## config.mk

```make
export PLATFORM = sky130hd
export DESIGN_NAME = line_follow_pd_steering
export DESIGN_NICKNAME = d
export VERILOG_FILES = /design/src/design/lfps_pkg.sv /design/src/design/lfps_div.sv /design/src/design/lfps_mac.sv /design/src/design/line_follow_pd_steering.sv
export SDC_FILE = /design/constraint.sdc
export NUM_CORES = 2
export LEC_CHECK = 0
export BUFFER_PORTS_ARGS = -buffer_cell sky130_fd_sc_hd__buf_2
export CAP_MARGIN = 20
export CORE_AREA = 2 2 192 336
export DETAILED_ROUTE_END_ITERATION = 10
export DIE_AREA = 0 0 194 338
export HOLD_SLACK_MARGIN = 0.1
export PLACE_DENSITY = 0.72
export SLEW_MARGIN = 20
export SYNTH_ARGS = -nofsm -noshare
export SYNTH_HDL_FRONTEND = slang
export SYNTH_SLANG_ARGS = --single-unit
```

## constraint.sdc

```tcl
create_clock -name i_clk -period 17.5 [get_ports i_clk]
set_input_delay 0.875 -clock i_clk [delete_from_list [all_inputs] [get_ports i_clk]]
set_output_delay 0.875 -clock i_clk [all_outputs]
set_load 0.02 [all_outputs]
```

## src/design/lfps_pkg.sv

```systemverilog
// Package for the line-follow PD steering block: widths, configuration
// register indexes, sensor weights and the control struct of the shared MAC.
// No dependencies.
package lfps_pkg;

    // Sensor front end
    localparam int SENSOR_COUNT = 5;
    localparam int SAMPLE_W     = 12;
    localparam int ADC_BITS     = 12;
    localparam int FULL_SCALE   = (1 << ADC_BITS) - 1;
    localparam int SCALE_RANGE  = 1000;
    localparam int THR_W        = 10;
    localparam int SCALE_W      = THR_W + ((ADC_BITS > SAMPLE_W) ? ADC_BITS : SAMPLE_W);
    localparam int WEIGHT_W     = 5;
    localparam int COUNT_W      = 3;

    // Error and PID datapath
    localparam int ERR_W        = 13;
    localparam int DIFF_W       = ERR_W + 1;
    localparam int ESUM_W       = 15;
    localparam int CORR_W       = 16;
    localparam int DUTY_W       = 15;
    localparam int PCT_W        = 7;
    localparam int ILIM_W       = 6;
    localparam int FRAC_W       = 8;
    localparam int ERR_LOST     = 2048;

    // Serial divider
    localparam int DIV_W        = 12;
    localparam int DIV_CNT_W    = 4;
    localparam int DIVISOR_W    = COUNT_W;
    localparam int REM_W        = DIVISOR_W + 1;

    // Shared multiply-accumulate unit
    localparam int GAIN_W       = 16;
    localparam int MAC_B_W      = ESUM_W;
    localparam int PROD_W       = GAIN_W + 1 + MAC_B_W;
    localparam int ACC_W        = PROD_W + 2;

    // Stream and configuration ports
    localparam int IN_TDATA_W   = 64;
    localparam int OUT_TDATA_W  = 64;
    localparam int CFG_IDX_W    = 3;
    localparam int CFG_DATA_W   = 16;

    localparam logic [CFG_IDX_W-1:0] CFG_BASE_DUTY      = 3'd0;
    localparam logic [CFG_IDX_W-1:0] CFG_MIN_DUTY       = 3'd1;
    localparam logic [CFG_IDX_W-1:0] CFG_MAX_DUTY       = 3'd2;
    localparam logic [CFG_IDX_W-1:0] CFG_HIT_THRESHOLD  = 3'd3;
    localparam logic [CFG_IDX_W-1:0] CFG_GAIN_P         = 3'd4;
    localparam logic [CFG_IDX_W-1:0] CFG_GAIN_I         = 3'd5;
    localparam logic [CFG_IDX_W-1:0] CFG_GAIN_D         = 3'd6;
    localparam logic [CFG_IDX_W-1:0] CFG_INTEGRAL_LIMIT = 3'd7;

    localparam logic [1:0] MODE_FOLLOW     = 2'd0;
    localparam logic [1:0] MODE_TURN_LEFT  = 2'd1;
    localparam logic [1:0] MODE_TURN_RIGHT = 2'd2;

    typedef struct packed {
        logic clr;   // zero the accumulator
        logic vld;   // operands carry a term this cycle
    } t_mac_ctl;

    // Position weight of each sensor, far left first
    function automatic logic signed [WEIGHT_W-1:0] sensor_weight(
        input logic [COUNT_W-1:0] idx);
        logic signed [WEIGHT_W-1:0] w;
        case (idx)
            3'd0:    w = -5'sd5;
            3'd1:    w = -5'sd3;
            3'd2:    w = 5'sd1;
            3'd3:    w = 5'sd3;
            3'd4:    w = 5'sd5;
            default: w = 5'sd0;
        endcase
        return w;
    endfunction

endpackage

```

## src/design/lfps_div.sv

```systemverilog
// Restoring serial divider, one quotient bit per cycle, unsigned operands.
// Depends on lfps_pkg for its widths.
module lfps_div (
    input  logic                               i_clk,
    input  logic                               i_rst_n,
    input  logic                               i_start,
    input  logic [lfps_pkg::DIV_W-1:0]         i_dividend,
    input  logic [lfps_pkg::DIVISOR_W-1:0]     i_divisor,
    output logic                               o_done,
    output logic [lfps_pkg::DIV_W-1:0]         o_quot
);

    logic                             r_busy;
    logic                             r_done;
    logic [lfps_pkg::DIV_CNT_W-1:0]   r_cnt;
    logic [lfps_pkg::DIV_W-1:0]       r_work;
    logic [lfps_pkg::REM_W-1:0]       r_rem;
    logic [lfps_pkg::DIVISOR_W-1:0]   r_dvsr;

    logic [lfps_pkg::REM_W-1:0]       w_shift;
    logic                             w_ge;
    logic [lfps_pkg::REM_W-1:0]       n_rem;

    always_comb begin
        w_shift = {r_rem[lfps_pkg::REM_W-2:0], r_work[lfps_pkg::DIV_W-1]};
        w_ge    = (w_shift >= {1'b0, r_dvsr});
        n_rem   = w_ge ? (w_shift - {1'b0, r_dvsr}) : w_shift;
    end

    always_ff @(posedge i_clk) begin
        if (!i_rst_n) begin
            r_busy <= 1'b0;
            r_done <= 1'b0;
            r_cnt  <= '0;
        end else begin
            r_done <= 1'b0;
            if (i_start) begin
                r_busy <= 1'b1;
                r_cnt  <= lfps_pkg::DIV_CNT_W'(lfps_pkg::DIV_W - 1);
            end else if (r_busy) begin
                if (r_cnt == '0) begin
                    r_busy <= 1'b0;
                    r_done <= 1'b1;
                end else begin
                    r_cnt <= r_cnt - 1'b1;
                end
            end
        end
    end

    // Dividend bits leave at the top while quotient bits enter at the bottom
    always_ff @(posedge i_clk) begin
        if (i_start) begin
            r_work <= i_dividend;
            r_rem  <= '0;
            r_dvsr <= i_divisor;
        end else if (r_busy) begin
            r_work <= {r_work[lfps_pkg::DIV_W-2:0], w_ge};
            r_rem  <= n_rem;
        end
    end

    assign o_done = r_done;
    assign o_quot = r_work;

endmodule

```

## src/design/lfps_mac.sv

```systemverilog
// Shared multiply-accumulate unit for the PID terms: registered product,
// then accumulate. Depends on lfps_pkg for widths and the control struct.
module lfps_mac (
    input  logic                                    i_clk,
    input  logic                                    i_rst_n,
    input  lfps_pkg::t_mac_ctl                      i_ctl,
    input  logic [lfps_pkg::GAIN_W-1:0]             i_gain,
    input  logic signed [lfps_pkg::MAC_B_W-1:0]     i_opnd,
    output logic signed [lfps_pkg::ACC_W-1:0]       o_acc
);

    logic signed [lfps_pkg::PROD_W-1:0] w_prod;
    logic signed [lfps_pkg::PROD_W-1:0] r_prod;
    logic                               r_pvld;
    logic signed [lfps_pkg::ACC_W-1:0]  r_acc;

    assign w_prod = $signed({1'b0, i_gain}) * i_opnd;

    always_ff @(posedge i_clk) begin
        if (!i_rst_n) begin
            r_pvld <= 1'b0;
            r_acc  <= '0;
        end else if (i_ctl.clr) begin
            r_pvld <= 1'b0;
            r_acc  <= '0;
        end else begin
            r_pvld <= i_ctl.vld;
            if (r_pvld) begin
                r_acc <= r_acc + {{(lfps_pkg::ACC_W - lfps_pkg::PROD_W){r_prod[lfps_pkg::PROD_W-1]}},
                                  r_prod};
            end
        end
    end

    always_ff @(posedge i_clk) begin
        if (i_ctl.vld) begin
            r_prod <= w_prod;
        end
    end

    assign o_acc = r_acc;

endmodule

```

## src/design/line_follow_pd_steering.sv

```systemverilog
// Line-follow steering controller: one transaction of five sensor samples in,
// one transaction of turn mode, motor directions, duties, error and PID
// correction out. A transaction with at least one sensor on the line goes
// through the sensor scan, the serial divider that forms the position error,
// the shared multiply-accumulate unit for the three PID terms, and the
// sequencing states; with no sensor on the line the divider is skipped. The
// input side is ready only while the sequencer is idle; a finished result
// waits in the output register and does not hold off the next input, but the
// next result waits in the duty state until the last one is taken.
// Configuration writes go through i_cfg_we, i_cfg_idx and i_cfg_data.
// Depends on lfps_pkg, lfps_div and lfps_mac.
module line_follow_pd_steering (
    input  logic                                 i_clk,
    input  logic                                 i_rst_n,
    // sample_far_left, sample_near_left, sample_center, sample_near_right,
    // sample_far_right (12 bits each), zero pad
    input  logic [lfps_pkg::IN_TDATA_W-1:0]      s_axis_tdata,
    input  logic                                 s_axis_tvalid,
    output logic                                 s_axis_tready,
    // turn_mode (2), left_forward (1), right_forward (1), left_duty (15),
    // right_duty (15), line_error (13), steer_correction (16), zero pad
    output logic [lfps_pkg::OUT_TDATA_W-1:0]     m_axis_tdata,
    output logic                                 m_axis_tvalid,
    input  logic                                 m_axis_tready,
    input  logic                                 i_cfg_we,
    input  logic [lfps_pkg::CFG_IDX_W-1:0]       i_cfg_idx,
    input  logic [lfps_pkg::CFG_DATA_W-1:0]      i_cfg_data
);

    typedef enum logic [6:0] {
        ST_IDLE = 7'b0000001,
        ST_SCAN = 7'b0000010,
        ST_PICK = 7'b0000100,
        ST_DIV  = 7'b0001000,
        ST_PREP = 7'b0010000,
        ST_MAC  = 7'b0100000,
        ST_CORR = 7'b1000000
    } t_state_base;

    // The states of t_state_base with an extra duty state
    typedef enum logic [7:0] {
        S_IDLE = 8'b00000001,
        S_SCAN = 8'b00000010,
        S_PICK = 8'b00000100,
        S_DIV  = 8'b00001000,
        S_PREP = 8'b00010000,
        S_MAC  = 8'b00100000,
        S_CORR = 8'b01000000,
        S_DUTY = 8'b10000000
    } t_state;

    localparam int SW = lfps_pkg::SAMPLE_W;
    localparam int NS = lfps_pkg::SENSOR_COUNT;
    localparam int XW = lfps_pkg::DUTY_W + 3;   // duty sum before clamping

    // Configuration registers
    logic [lfps_pkg::PCT_W-1:0]   r_base;
    logic [lfps_pkg::PCT_W-1:0]   r_min;
    logic [lfps_pkg::PCT_W-1:0]   r_max;
    logic [lfps_pkg::THR_W-1:0]   r_thr;
    logic [lfps_pkg::GAIN_W-1:0]  r_gp;
    logic [lfps_pkg::GAIN_W-1:0]  r_gi;
    logic [lfps_pkg::GAIN_W-1:0]  r_gd;
    logic [lfps_pkg::ILIM_W-1:0]  r_ilim;

    // Sequencer and working registers
    t_state                                    r_state;
    t_state                                    n_state;
    logic [lfps_pkg::COUNT_W-1:0]              r_cnt;
    logic [SW-1:0]                             r_samp [NS];
    logic [NS-1:0]                             r_hits;
    logic [lfps_pkg::COUNT_W-1:0]              r_n;
    logic signed [lfps_pkg::WEIGHT_W-1:0]      r_w;
    logic                                      r_neg;
    logic signed [lfps_pkg::ERR_W-1:0]         r_err;
    logic signed [lfps_pkg::ERR_W-1:0]         r_last_err;
    logic signed [lfps_pkg::ESUM_W-1:0]        r_esum;
    logic signed [lfps_pkg::DIFF_W-1:0]        r_diff;
    logic signed [lfps_pkg::CORR_W-1:0]        r_corr;

    // Output register
    logic                                      r_ovld;
    logic [1:0]                                r_mode;
    logic                                      r_lf;
    logic                                      r_rf;
    logic [lfps_pkg::DUTY_W-1:0]               r_lduty;
    logic [lfps_pkg::DUTY_W-1:0]               r_rduty;
    logic signed [lfps_pkg::ERR_W-1:0]         r_oerr;
    logic signed [lfps_pkg::CORR_W-1:0]        r_ocorr;

    logic                                      w_in_acc;
    logic                                      w_out_acc;
    logic                                      w_out_free;

    // ------------------------------------------------------------------
    // Configuration
    // ------------------------------------------------------------------
    always_ff @(posedge i_clk) begin
        if (!i_rst_n) begin
            r_base <= 7'd55;
            r_min  <= 7'd44;
            r_max  <= 7'd64;
            r_thr  <= 10'd950;
            r_gp   <= 16'd230;
            r_gi   <= 16'd0;
            r_gd   <= 16'd1664;
            r_ilim <= 6'd30;
        end else if (i_cfg_we) begin
            case (i_cfg_idx)
                lfps_pkg::CFG_BASE_DUTY:      r_base <= i_cfg_data[lfps_pkg::PCT_W-1:0];
                lfps_pkg::CFG_MIN_DUTY:       r_min  <= i_cfg_data[lfps_pkg::PCT_W-1:0];
                lfps_pkg::CFG_MAX_DUTY:       r_max  <= i_cfg_data[lfps_pkg::PCT_W-1:0];
                lfps_pkg::CFG_HIT_THRESHOLD:  r_thr  <= i_cfg_data[lfps_pkg::THR_W-1:0];
                lfps_pkg::CFG_GAIN_P:         r_gp   <= i_cfg_data[lfps_pkg::GAIN_W-1:0];
                lfps_pkg::CFG_GAIN_I:         r_gi   <= i_cfg_data[lfps_pkg::GAIN_W-1:0];
                lfps_pkg::CFG_GAIN_D:         r_gd   <= i_cfg_data[lfps_pkg::GAIN_W-1:0];
                lfps_pkg::CFG_INTEGRAL_LIMIT: r_ilim <= i_cfg_data[lfps_pkg::ILIM_W-1:0];
                default: ;
            endcase
        end
    end

    // ------------------------------------------------------------------
    // Sensor scan: one sample a cycle.
    // floor(s*1000/full) < 1000-thr is the same test as s*1000 < (1000-thr)*full
    // ------------------------------------------------------------------
    logic [SW-1:0]                    w_s;
    logic [lfps_pkg::THR_W-1:0]       w_thr_k;
    logic [lfps_pkg::SCALE_W-1:0]     w_s_scaled;
    logic [lfps_pkg::SCALE_W-1:0]     w_limit;
    logic                             w_hit;

    always_comb begin
        if (32'(r_samp[0]) > 32'(lfps_pkg::FULL_SCALE)) begin
            w_s = SW'(lfps_pkg::FULL_SCALE);
        end else begin
            w_s = r_samp[0];
        end
        if (r_thr < lfps_pkg::THR_W'(lfps_pkg::SCALE_RANGE)) begin
            w_thr_k = lfps_pkg::THR_W'(lfps_pkg::SCALE_RANGE) - r_thr;
        end else begin
            w_thr_k = '0;
        end
        w_s_scaled = lfps_pkg::SCALE_W'(w_s) * lfps_pkg::SCALE_W'(lfps_pkg::SCALE_RANGE);
        w_limit    = lfps_pkg::SCALE_W'(w_thr_k) * lfps_pkg::SCALE_W'(lfps_pkg::FULL_SCALE);
        w_hit      = (w_s_scaled < w_limit);
    end

    // ------------------------------------------------------------------
    // Error numerator (w-1)*256 as sign and magnitude for the divider
    // ------------------------------------------------------------------
    logic signed [lfps_pkg::WEIGHT_W-1:0] w_wm1;
    logic [lfps_pkg::WEIGHT_W-1:0]        w_wmag;
    logic [lfps_pkg::DIV_W-1:0]           w_dividend;
    logic                                 w_div_start;
    logic                                 w_div_done;
    logic [lfps_pkg::DIV_W-1:0]           w_div_quot;

    always_comb begin
        w_wm1      = r_w - 5'sd1;
        w_wmag     = w_wm1[lfps_pkg::WEIGHT_W-1] ? (-w_wm1) : w_wm1;
        w_dividend = {w_wmag[lfps_pkg::DIV_W-lfps_pkg::FRAC_W-1:0], {lfps_pkg::FRAC_W{1'b0}}};
        w_div_start = (r_state == S_PICK) && (r_n != '0);
    end

    lfps_div u_div (
        .i_clk      (i_clk),
        .i_rst_n    (i_rst_n),
        .i_start    (w_div_start),
        .i_dividend (w_dividend),
        .i_divisor  (r_n),
        .o_done     (w_div_done),
        .o_quot     (w_div_quot)
    );

    // ------------------------------------------------------------------
    // PID preparation: derivative and clamped integral
    // ------------------------------------------------------------------
    logic signed [lfps_pkg::ESUM_W:0]     w_sum;
    logic signed [lfps_pkg::ESUM_W:0]     w_lim;
    logic signed [lfps_pkg::ESUM_W:0]     w_esum_c;
    logic signed [lfps_pkg::DIFF_W-1:0]   w_diff;

    always_comb begin
        w_sum = {r_esum[lfps_pkg::ESUM_W-1], r_esum}
              + {{(lfps_pkg::ESUM_W + 1 - lfps_pkg::ERR_W){r_err[lfps_pkg::ERR_W-1]}}, r_err};
        w_lim = $signed({2'b00, r_ilim, {lfps_pkg::FRAC_W{1'b0}}});
        if (w_sum > w_lim) begin
            w_esum_c = w_lim;
        end else if (w_sum < -w_lim) begin
            w_esum_c = -w_lim;
        end else begin
            w_esum_c = w_sum;
        end
        w_diff = {r_err[lfps_pkg::ERR_W-1], r_err} - {r_last_err[lfps_pkg::ERR_W-1], r_last_err};
    end

    // ------------------------------------------------------------------
    // Shared MAC: gain_p*err, gain_i*sum, gain_d*diff, one term a cycle
    // ------------------------------------------------------------------
    lfps_pkg::t_mac_ctl                        w_mac_ctl;
    logic [lfps_pkg::GAIN_W-1:0]               w_mac_gain;
    logic signed [lfps_pkg::MAC_B_W-1:0]       w_mac_opnd;
    logic signed [lfps_pkg::ACC_W-1:0]         w_acc;

    always_comb begin
        w_mac_ctl.clr = (r_state == S_PREP);
        w_mac_ctl.vld = (r_state == S_MAC) && (r_cnt < 3'd3);
        case (r_cnt)
            3'd0: begin
                w_mac_gain = r_gp;
                w_mac_opnd = {{(lfps_pkg::MAC_B_W - lfps_pkg::ERR_W){r_err[lfps_pkg::ERR_W-1]}},
                              r_err};
            end
            3'd1: begin
                w_mac_gain = r_gi;
                w_mac_opnd = r_esum;
            end
            3'd2: begin
                w_mac_gain = r_gd;
                w_mac_opnd = {{(lfps_pkg::MAC_B_W - lfps_pkg::DIFF_W){r_diff[lfps_pkg::DIFF_W-1]}},
                              r_diff};
            end
            default: begin
                w_mac_gain = '0;
                w_mac_opnd = '0;
            end
        endcase
    end

    lfps_mac u_mac (
        .i_clk   (i_clk),
        .i_rst_n (i_rst_n),
        .i_ctl   (w_mac_ctl),
        .i_gain  (w_mac_gain),
        .i_opnd  (w_mac_opnd),
        .o_acc   (w_acc)
    );

    // Divide by 256 truncating toward zero, then saturate to 16 bits
    logic signed [lfps_pkg::ACC_W-1:0]   w_acc_adj;
    logic signed [lfps_pkg::ACC_W-1:0]   w_q;
    logic signed [lfps_pkg::CORR_W-1:0]  w_corr;

    always_comb begin
        w_acc_adj = w_acc + (w_acc[lfps_pkg::ACC_W-1] ? lfps_pkg::ACC_W'(255) : '0);
        w_q       = w_acc_adj >>> lfps_pkg::FRAC_W;
        if (!w_q[lfps_pkg::ACC_W-1] && (|w_q[lfps_pkg::ACC_W-2:lfps_pkg::CORR_W-1])) begin
            w_corr = {1'b0, {(lfps_pkg::CORR_W-1){1'b1}}};
        end else if (w_q[lfps_pkg::ACC_W-1] && !(&w_q[lfps_pkg::ACC_W-2:lfps_pkg::CORR_W-1])) begin
            w_corr = {1'b1, {(lfps_pkg::CORR_W-1){1'b0}}};
        end else begin
            w_corr = w_q[lfps_pkg::CORR_W-1:0];
        end
    end

    // ------------------------------------------------------------------
    // Duties and turn decision
    // ------------------------------------------------------------------
    function automatic logic [lfps_pkg::DUTY_W-1:0] clamp_duty(
        input logic signed [XW-1:0]       x,
        input logic [lfps_pkg::PCT_W-1:0] lo_pct,
        input logic [lfps_pkg::PCT_W-1:0] hi_pct);
        logic signed [XW-1:0] lo;
        logic signed [XW-1:0] hi;
        logic signed [XW-1:0] y;
        lo = $signed({3'b000, lo_pct, {lfps_pkg::FRAC_W{1'b0}}});
        hi = $signed({3'b000, hi_pct, {lfps_pkg::FRAC_W{1'b0}}});
        y  = x;
        if (y < lo) y = lo;
        if (y > hi) y = hi;
        return y[lfps_pkg::DUTY_W-1:0];
    endfunction

    logic signed [XW-1:0]          w_base;
    logic signed [XW-1:0]          w_corr_x;
    logic [1:0]                    w_mode;
    logic                          w_lf;
    logic                          w_rf;
    logic [lfps_pkg::DUTY_W-1:0]   w_lduty;
    logic [lfps_pkg::DUTY_W-1:0]   w_rduty;

    always_comb begin
        w_base   = $signed({3'b000, r_base, {lfps_pkg::FRAC_W{1'b0}}});
        w_corr_x = {{(XW - lfps_pkg::CORR_W){r_corr[lfps_pkg::CORR_W-1]}}, r_corr};
        if (r_hits[0] && !r_hits[NS-1]) begin
            w_mode  = lfps_pkg::MODE_TURN_LEFT;
            w_lf    = 1'b0;
            w_rf    = 1'b1;
            w_lduty = clamp_duty(w_base, r_min, r_max);
            w_rduty = w_lduty;
        end else if (r_hits[NS-1] && !r_hits[0]) begin
            w_mode  = lfps_pkg::MODE_TURN_RIGHT;
            w_lf    = 1'b1;
            w_rf    = 1'b0;
            w_lduty = clamp_duty(w_base, r_min, r_max);
            w_rduty = w_lduty;
        end else begin
            w_mode  = lfps_pkg::MODE_FOLLOW;
            w_lf    = 1'b1;
            w_rf    = 1'b1;
            w_lduty = clamp_duty(w_base + w_corr_x, r_min, r_max);
            w_rduty = clamp_duty(w_base - w_corr_x, r_min, r_max);
        end
    end

    // ------------------------------------------------------------------
    // Sequencer
    // ------------------------------------------------------------------
    assign w_in_acc   = s_axis_tvalid && s_axis_tready;
    assign w_out_acc  = r_ovld && m_axis_tready;
    assign w_out_free = !r_ovld || m_axis_tready;

    always_comb begin
        n_state = r_state;
        case (r_state)
            S_IDLE: if (s_axis_tvalid) n_state = S_SCAN;
            S_SCAN: if (r_cnt == 3'(NS - 1)) n_state = S_PICK;
            S_PICK: n_state = (r_n != '0) ? S_DIV : S_PREP;
            S_DIV:  if (w_div_done) n_state = S_PREP;
            S_PREP: n_state = S_MAC;
            S_MAC:  if (r_cnt == 3'd3) n_state = S_CORR;
            S_CORR: n_state = S_DUTY;
            S_DUTY: if (w_out_free) n_state = S_IDLE;
            default: n_state = S_IDLE;
        endcase
    end

    always_ff @(posedge i_clk) begin
        if (!i_rst_n) begin
            r_state    <= S_IDLE;
            r_cnt      <= '0;
            r_n        <= '0;
            r_w        <= '0;
            r_last_err <= '0;
            r_esum     <= '0;
            r_ovld     <= 1'b0;
        end else begin
            r_state <= n_state;
            case (r_state)
                S_IDLE: begin
                    r_cnt <= '0;
                    r_n   <= '0;
                    r_w   <= '0;
                end
                S_SCAN: begin
                    r_cnt <= (r_cnt == 3'(NS - 1)) ? '0 : (r_cnt + 1'b1);
                    if (w_hit) begin
                        r_n <= r_n + 1'b1;
                        r_w <= r_w + lfps_pkg::sensor_weight(r_cnt);
                    end
                end
                S_PREP: begin
                    r_cnt      <= '0;
                    r_last_err <= r_err;
                    r_esum     <= w_esum_c[lfps_pkg::ESUM_W-1:0];
                end
                S_MAC: begin
                    r_cnt <= r_cnt + 1'b1;
                end
                default: ;
            endcase
            // hold the result until taken; a new one lands only in the duty state
            if (r_state == S_DUTY && w_out_free) begin
                r_ovld <= 1'b1;
            end else if (w_out_acc) begin
                r_ovld <= 1'b0;
            end
        end
    end

    // Payload registers
    always_ff @(posedge i_clk) begin
        if (w_in_acc) begin
            for (int i = 0; i < NS; i++) begin
                r_samp[i] <= s_axis_tdata[i*SW +: SW];
            end
        end else if (r_state == S_SCAN) begin
            for (int i = 0; i < NS - 1; i++) begin
                r_samp[i] <= r_samp[i+1];
            end
            r_hits <= {w_hit, r_hits[NS-1:1]};
        end
        if (r_state == S_PICK) begin
            r_neg <= w_wm1[lfps_pkg::WEIGHT_W-1];
            if (r_n == '0) begin
                // line lost: push hard toward the side it was last seen
                r_err <= (r_last_err > 0) ? lfps_pkg::ERR_W'(lfps_pkg::ERR_LOST)
                                          : -lfps_pkg::ERR_W'(lfps_pkg::ERR_LOST);
            end
        end
        if (r_state == S_DIV && w_div_done) begin
            r_err <= r_neg ? -$signed({1'b0, w_div_quot}) : $signed({1'b0, w_div_quot});
        end
        if (r_state == S_PREP) begin
            r_diff <= w_diff;
        end
        if (r_state == S_CORR) begin
            r_corr <= w_corr;
        end
        if (r_state == S_DUTY && w_out_free) begin
            r_mode  <= w_mode;
            r_lf    <= w_lf;
            r_rf    <= w_rf;
            r_lduty <= w_lduty;
            r_rduty <= w_rduty;
            r_oerr  <= r_err;
            r_ocorr <= r_corr;
        end
    end

    assign s_axis_tready = (r_state == S_IDLE);
    assign m_axis_tvalid = r_ovld;
    assign m_axis_tdata  = {1'b0, r_ocorr, r_oerr, r_rduty, r_lduty, r_rf, r_lf, r_mode};

    // ------------------------------------------------------------------
    // Assertions
    // ------------------------------------------------------------------
    a_div_done_in_div: assert property (@(posedge i_clk) disable iff (!i_rst_n)
        w_div_done |-> (r_state == S_DIV))
        else $error("divider finished outside the divide state");

    a_accept_starts_scan: assert property (@(posedge i_clk) disable iff (!i_rst_n)
        w_in_acc |=> (r_state == S_SCAN) && !s_axis_tready)
        else $error("accepted transaction did not start the scan");

    a_last_err_range: assert property (@(posedge i_clk) disable iff (!i_rst_n)
        (r_last_err <= 13'sd2048) && (r_last_err >= -13'sd2048))
        else $error("stored error out of range");

    a_result_from_duty: assert property (@(posedge i_clk) disable iff (!i_rst_n)
        $rose(r_ovld) |-> $past(r_state == S_DUTY))
        else $error("result appeared outside the duty state");

    a_mac_idle_outside: assert property (@(posedge i_clk) disable iff (!i_rst_n)
        w_mac_ctl.vld |-> (r_state == S_MAC) && (r_cnt != 3'd3))
        else $error("multiply issued outside its slots");

endmodule

```

# [Word level (Yosys, flattened, before mapping)]
# Memory sizes are Yosys's and may differ from the RTL's.
# Index checks and enable logic that the tools add are counted.
[totals] reg_bits=336 ramBits=60 in_bits=88 output_inout_bits=66 wordCells=225 n_memories=1
[memory_table] memory="r_samp" depth=5 width=12 rd=5 rd_clocked_by_memory_dff=0 write_ports=5 line_no="line_follow_pd_steering.sv:70" rtl="logic [SW-1:0] r_samp [NS];"
[classes] n_addsub=16 mul=3 order_cmp=14 n_eq_ne=26 mux=72 bitwise_logic=8 reduce_logical=47
[op_table] cell="15-bit 2-to-1 mux" count=11
[op_table] cell="18-bit 2-to-1 mux" count=9
[op_table] cell="18-bit by 16-bit > comparator with 1-bit output" count=4
[op_table] cell="12-bit 2-to-1 mux" count=6
[op_table] cell="13-bit 2-to-1 mux" count=5
[op_table] cell="8-bit case mux with 8 select lines" count=1
[op_table] cell="8-bit 2-to-1 mux" count=6
[op_table] cell="16-bit case mux with 3 select lines" count=1
[op_table] cell="15-bit case mux with 3 select lines" count=1
[op_table] cell="34-bit adder" count=1
[op_table] cell="34-bit by 8-bit adder with 34-bit output" count=1
[op_table] cell="17-bit by 16-bit less-than comparator with 1-bit output" count=2
[op_table] cell="17-bit by 15-bit multiplier with 32-bit output" count=1
[op_table] cell="2-bit AND reduction" count=13
[op_table] cell="5-bit 2-to-1 mux" count=5
[op_table] cell="5-bit case mux with 5 select lines" count=1
[op_table] cell="22-bit less-than comparator" count=1
[op_table] cell="10-bit by 12-bit multiplier with 22-bit output, second input constant" count=1
[op_table] cell="12-bit by 7-bit multiplier with 19-bit output, second input constant" count=1
[op_table] cell="16-bit by 16-bit adder with 17-bit output" count=1
[op_table] cell="16-bit by 16-bit subtractor with 17-bit output" count=1
[op_table] cell="15-bit by 13-bit adder with 16-bit output" count=1
[op_table] cell="16-bit by 15-bit > comparator with 1-bit output" count=1
[op_table] cell="16-bit less-than comparator" count=1
[op_table] cell="other kinds (51)" count=110

# [Logic depth before layout (Yosys ltp)]
[logic_depth] ltp_word=10 ltp_mapped=37 depth_no_buf=37

# [Cells and area by module]
# From an unflattened synthesis, not the netlist that was laid out.
[unflattened] hier_cells=3786 hier_area_um2=35162.5
[by_module_without_submodules] module="line_follow_pd_steering" instances=1 cells_each=2356 area_per_inst_um2=21896.0 seq_area_each_um2=7827.5
[by_module_without_submodules] module="lfps_mac" instances=1 cells_each=1339 area_per_inst_um2=12099.1 seq_area_each_um2=1661.6
[by_module_without_submodules] module="lfps_div" instances=1 cells_each=91 area_per_inst_um2=1167.4 seq_area_each_um2=630.6

# [Worst setup path before layout]
# OpenSTA, ideal clock, no wires.
[synth_timing] kind="reg2reg" from="register r_thr[0] (netlist name)" to="register r_n[1] (netlist name)" setup_ps=72 arrival_ps=7782 required_time_ps=17428 slack_ps=9646 stages_incl_launch_ff=34 path_buffers=0 synth_period_minus_slack_ps=7854 cell_sequence="dfxtp_1 -> inv_1 -> ha_1 -> nand2b_1 -> a21oi_1 -> nor3b_1 -> mux2i_1 -> inv_1 -> fa_1 -> inv_1 -> fa_1 -> inv_1 -> ha_1 -> xor2_1 -> fa_1 -> inv_1 -> fa_1 -> inv_1 -> ha_1 -> nand2_1 -> nor2_1 -> a221oi_1 -> o21ai_0 -> a211o_1 -> a21oi_1 -> o21bai_1 -> a21oi_1 -> xnor2_1 -> ha_1 -> nand4_1 -> o21ai_0 -> nor2_1 -> a21oi_1 -> mux2i_1"
[synth_via] elab_chain_len=6 word_cells_on_any_way=7 classes_between="1 x add/sub; 1 x mul; 2 x order compare; 1 x eq/ne; 1 x mux; 1 x reduce/logical"
[synth_lines] item="start, declared" line_no="line_follow_pd_steering.sv:60" rtl="logic [lfps_pkg::THR_W-1:0] r_thr;"
[synth_lines] item="start signal, assigned" line_no="line_follow_pd_steering.sv:113" rtl="lfps_pkg::CFG_HIT_THRESHOLD: r_thr <= i_cfg_data[lfps_pkg::THR_W-1:0];"
[synth_lines] item="10-bit subtractor or 10-bit less-than comparator (tied branches)" line_no="line_follow_pd_steering.sv:140, line_follow_pd_steering.sv:139"
[synth_lines] item="10-bit 2-to-1 mux (*)" line_no="line_follow_pd_steering.sv:139" rtl="if (r_thr < lfps_pkg::THR_W'(lfps_pkg::SCALE_RANGE)) begin"
[synth_lines] item="10-bit by 12-bit multiplier with 22-bit output (*)" line_no="line_follow_pd_steering.sv:145" rtl="w_limit = lfps_pkg::SCALE_W'(w_thr_k) * lfps_pkg::SCALE_W'(lfps_pkg::FULL_SCALE);"
[synth_lines] item="22-bit less-than comparator (*)" line_no="line_follow_pd_steering.sv:146" rtl="w_hit = (w_s_scaled < w_limit);"
[synth_lines] item="net w_hit" line_no="line_follow_pd_steering.sv:131" rtl="logic w_hit;"
[synth_lines] item="2-bit != test (no line) (*)"
[synth_lines] item="2-bit AND reduction (no line) (*)"
[synth_lines] item="end signal, assigned" line_no="line_follow_pd_steering.sv:349" rtl="r_n <= r_n + 1'b1;"
[synth_lines] item="end, declared" line_no="line_follow_pd_steering.sv:72" rtl="logic [lfps_pkg::COUNT_W-1:0] r_n;"
# Mark *: on every way through the listed nets, which the timed path passes. The rest lies on a longest branch.
# A chain may end at the register's enable or synchronous reset.

# [Final worst setup path]
[layout_timing] from="register r_thr[0] (netlist name)" to="register r_w[1] (netlist name)"
[layout_via] elab_chain_len=6 word_cells_on_any_way=7 classes_between="1 x add/sub; 1 x mul; 2 x order compare; 1 x eq/ne; 1 x mux; 1 x reduce/logical"
[layout_lines] item="10-bit subtractor or 10-bit less-than comparator (tied branches)" line_no="line_follow_pd_steering.sv:140, line_follow_pd_steering.sv:139"
[layout_lines] item="10-bit 2-to-1 mux (*)" line_no="line_follow_pd_steering.sv:139"
[layout_lines] item="10-bit by 12-bit multiplier with 22-bit output (*)" line_no="line_follow_pd_steering.sv:145"
[layout_lines] item="22-bit less-than comparator (*)" line_no="line_follow_pd_steering.sv:146"
[layout_lines] item="net w_hit" line_no="line_follow_pd_steering.sv:131"
[layout_lines] item="2-bit != test (no line) (*)"
[layout_lines] item="2-bit AND reduction (no line) (*)"
[layout_lines] item="end signal, assigned" line_no="line_follow_pd_steering.sv:350" rtl="r_w <= r_w + lfps_pkg::sensor_weight(r_cnt);"
[layout_lines] item="end, declared" line_no="line_follow_pd_steering.sv:73" rtl="logic signed [lfps_pkg::WEIGHT_W-1:0] r_w;"
# Marks and branches as above.

==> impl_metrics.csv <==
group,metric,value,unit
clock_tree,cts_resized,0,
logic_synthesis,syn_area,0.0344,mm²
worst_setup_path,r2r_start,"r_thr[0]",
worst_setup_path,critPathTopFamily,"adder cells",
clock_tree,cts_root_buf,"clkbuf_16",
worst_setup_path,end_kind,"register",
worst_setup_path,r2r_setup_slack,8.61,ns
clock_tree,holdBufCountCts,0,
final_layout,nNetsFinal,4578,
logic_synthesis,ys_warn_count,0,
die,die_x,194,µm
sta,worst_pin_slew,0.993,ns
flow_run,cap_violations,0,
sta,fin_ws,8.61,ns
place,post-place-ws,8.58,ns
logic_synthesis,async_flop_share,0,
place,gp_congestion,0.934,
worst_setup_path,crit_cells,33,
clock_tree,cts_setup_buffers,0,
worst_setup_path,crit_slowest_cell,"fa_1",
logic_synthesis,yosysSeqAreaShare,0.292,
logic_synthesis,syn-num-nets,4486,
worst_setup_path,max_stage_delay,0.66,ns
worst_setup_path,setup.worst_path.start_class,"register",
clock_tree,path_clk_slew,0.06,ns
worst_setup_path,cp_max_fo,7,
sta,clock_skew,0.0133,ns
routing,wirelength,85.6,mm
worst_hold_path,hold_class,"register to register",
die,pin_count,154,
worst_setup_path,rr_worst_depth,33,
routing,routed_via_density,5.69,
die,core-area,0.0629,mm²
sta,maxClockFrequency,0.112,GHz
die,dieArea,0.0656,mm²
routing,drt-wirelength-per-cell,18.3,µm
worst_setup_path,cp_data_required_time,17.99,ns
routing,drtIter0Drc,1215,
worst_setup_path,crit_end,"r_w[1]",
routing,ant_nets,0,
clock_tree,cts_buffer_depth,3,
worst_setup_path,rr_endpoint,"r_w[1]",
worst_setup_path,crit_start,"r_thr[0]",
logic_synthesis,synth.distinct_cells,83,
logic_synthesis,syn_avg_cell_area,9.19,µm²
die,die_y,338,µm
routing,drc,0,
sta,rsz0062_at_grt,"no",
routing,num_vias,26599,
clock_tree,h-tree-depth,2,
worst_setup_path,cp.arrival,9.38,ns
global_routing,grt_max_degree,69,
logic_synthesis,synth_ff_type,"edfxtp_1",
logic_synthesis,syn_inst,3740,
global_routing,antenna_found_initial,3,
worst_setup_path,worstSetupPathType,"register to register",
routing,dr.pass1.iters,6,
sta,post-route-period-util,0.508,
sta,finalHoldViolCount,0,
clock_tree,numClockSinks,396,
die,start_util,0.546,
final_layout,layout-drive-gt1-share,0.0759,
clock_tree,cts_buffers,39,
global_routing,grt-ovfl-total,0,
clock_tree,cts_tree,"done",
place,io_buffers,148,
place,place_hpwl,68.0,mm
worst_setup_path,path_common_cell,"inv_1",
global_routing,grt_pass1_wl,138,mm
global_routing,first_global_vias,27466,
worst_hold_path,hp-start,"r_hits[2]",
die,rows,122,
status,status,"finished clean",
sta,fin_tns_setup,0,ns
clock_tree,clkLatencyLatePin,0.56,ns
logic_synthesis,synth_edf_count,211,
global_routing,grt_usage,0.264,
logic_synthesis,ys_ff_latch,396,
sta,max_slew_margin,0.327,
sta,finalCriticalPeriod,8.89,ns
sta,slew_viol_final,0,
worst_setup_path,critPathBufInv,6,
final_layout,area_growth,8.18,%
final_layout,fill_cells,5547,
sta,setup_viol,0,
## layout by cell type, fill, tap and decap left out, types with 84 or more instances in the layout
master and instances:
ha_1 395, dfxtp_1 185, xnor2_1 109, a21oi_1 159, a21boi_0 84, o21ai_0 96
edfxtp_1 211, nand2_1 653, nor2_1 262, fa_1 263, buf_2 147, inv_1 426
## area by class of cell
cell class                 instances  area, µm²  share of cell area
timing repair buffer             174        938              0.0252
tap                              806       1010              0.0271
clock inverter                    21        243             0.00653
sequential                       396      10000               0.270
inverter                         426       1600              0.0430
clock buffer                      49       1080              0.0292
antenna                            4       10.0            0.000269
multi-input combinational       2795      22300               0.599
## logic make-up after synthesis
| kind of cell | Yosys count | synth area share |
|---|---|---|
| AND/OR/NAND/NOR | 1258 | 0.160 |
| adder cells (fa/ha/maj) | 658 | 0.297 |
| AO/OA/AOI/OAI | 636 | 0.124 |
| buffers and inverters | 549 | 0.0617 |
| flip-flops | 396 | 0.292 |
| XOR/XNOR | 183 | 0.0466 |
| multiplexers | 59 | 0.0175 |
| other | 1 | 0.000109 |
## worst min path at each step
stage | end | slack (ns) | cells after the start
after global routing | r_hits[2] | 0.44 | 0
after global placement | r_hits[2] | 0.40 | 0
after CTS | r_hits[2] | 0.43 | 0
final | r_hits[1] | 0.43 | 0
after floorplan | r_hits[0] | 0.40 | 0
after detailed placement | r_hits[1] | 0.42 | 0
## routing by layer
metal | GRT usage | share of wire
met5 | 0 | 0
met4 | 0.147 | 0.059
met3 | 0.0329 | 0.042
met2 | 0.508 | 0.53
met1 | 0.275 | 0.36
## worst register-to-register path: cells and delay by family, from the launching register on
family / cells / cell delay [ns]
DFF: 1 / 0.43
muxes: 2 / 0.65
adders and majority gates: 8 / 3.46
AOI/OAI and AO/OA: 9 / 2.65
and+or+nand+nor: 6 / 0.72
buffers and inverters: 6 / 0.64
xor gates and xnor gates: 2 / 0.28
## through the flow
step                      hold WS (ns)  cell area (µm²)   util  instances
final                            0.426            37200  0.591       4671
after floorplan                  0.400            34400      -       3740
after global routing             0.441            37200  0.591       4668
after detailed placement         0.416            35800  0.570       4597
after global placement           0.402            35800  0.570       4596
after CTS                        0.429            37200  0.591       4667
## Yosys cell counts, types with 12 or more instances
| cell | count | area share |
|---|---|---|
| nand2_1 | 653 | 0.071 |
| inv_1 | 426 | 0.047 |
| ha_1 | 395 | 0.14 |
| fa_1 | 263 | 0.15 |
| nor2_1 | 262 | 0.029 |
| edfxtp_1 | 211 | 0.18 |
| dfxtp_1 | 185 | 0.11 |
| a21oi_1 | 160 | 0.023 |
| xnor2_1 | 109 | 0.028 |
| clkbuf_1 | 101 | 0.011 |
| o21ai_0 | 97 | 0.014 |
| a21boi_0 | 84 | 0.018 |
| nand3_1 | 80 | 0.012 |
| xor2_1 | 74 | 0.019 |
| a21o_1 | 57 | 0.012 |
| mux2i_1 | 51 | 0.015 |
| nand2b_1 | 40 | 0.0073 |
| nor2b_1 | 39 | 0.0071 |
| nor3_1 | 38 | 0.0055 |
| and2_1 | 34 | 0.0062 |
| o21a_1 | 32 | 0.0070 |
| a22oi_1 | 28 | 0.0061 |
| and3_1 | 24 | 0.0044 |
| o21bai_1 | 20 | 0.0044 |
| a31oi_1 | 18 | 0.0033 |
| a211oi_1 | 15 | 0.0033 |
| nand4_1 | 15 | 0.0027 |
| o211ai_1 | 15 | 0.0033 |
| nor4_1 | 13 | 0.0024 |
| nor3b_1 | 12 | 0.0026 |
## sequential cells by signal, indices dropped and copies added, names as in the netlist, 8 cells and up
register      flops
u_mac.o_acc      34
r_last_err       13
r_rduty          15
r_corr           16
r_err            13
r_gp             16
r_gi             16
r_lduty          15
r_state           8
u_div.o_quot     12
r_thr            10
r_gd             16
u_mac.r_prod     32
r_esum           15
r_samp           60
r_diff           14
r_oerr           13
r_ocorr          16
Power is not shown: default switching activity piles up to over one toggle a cycle in this logic, so the estimate is an artifact.
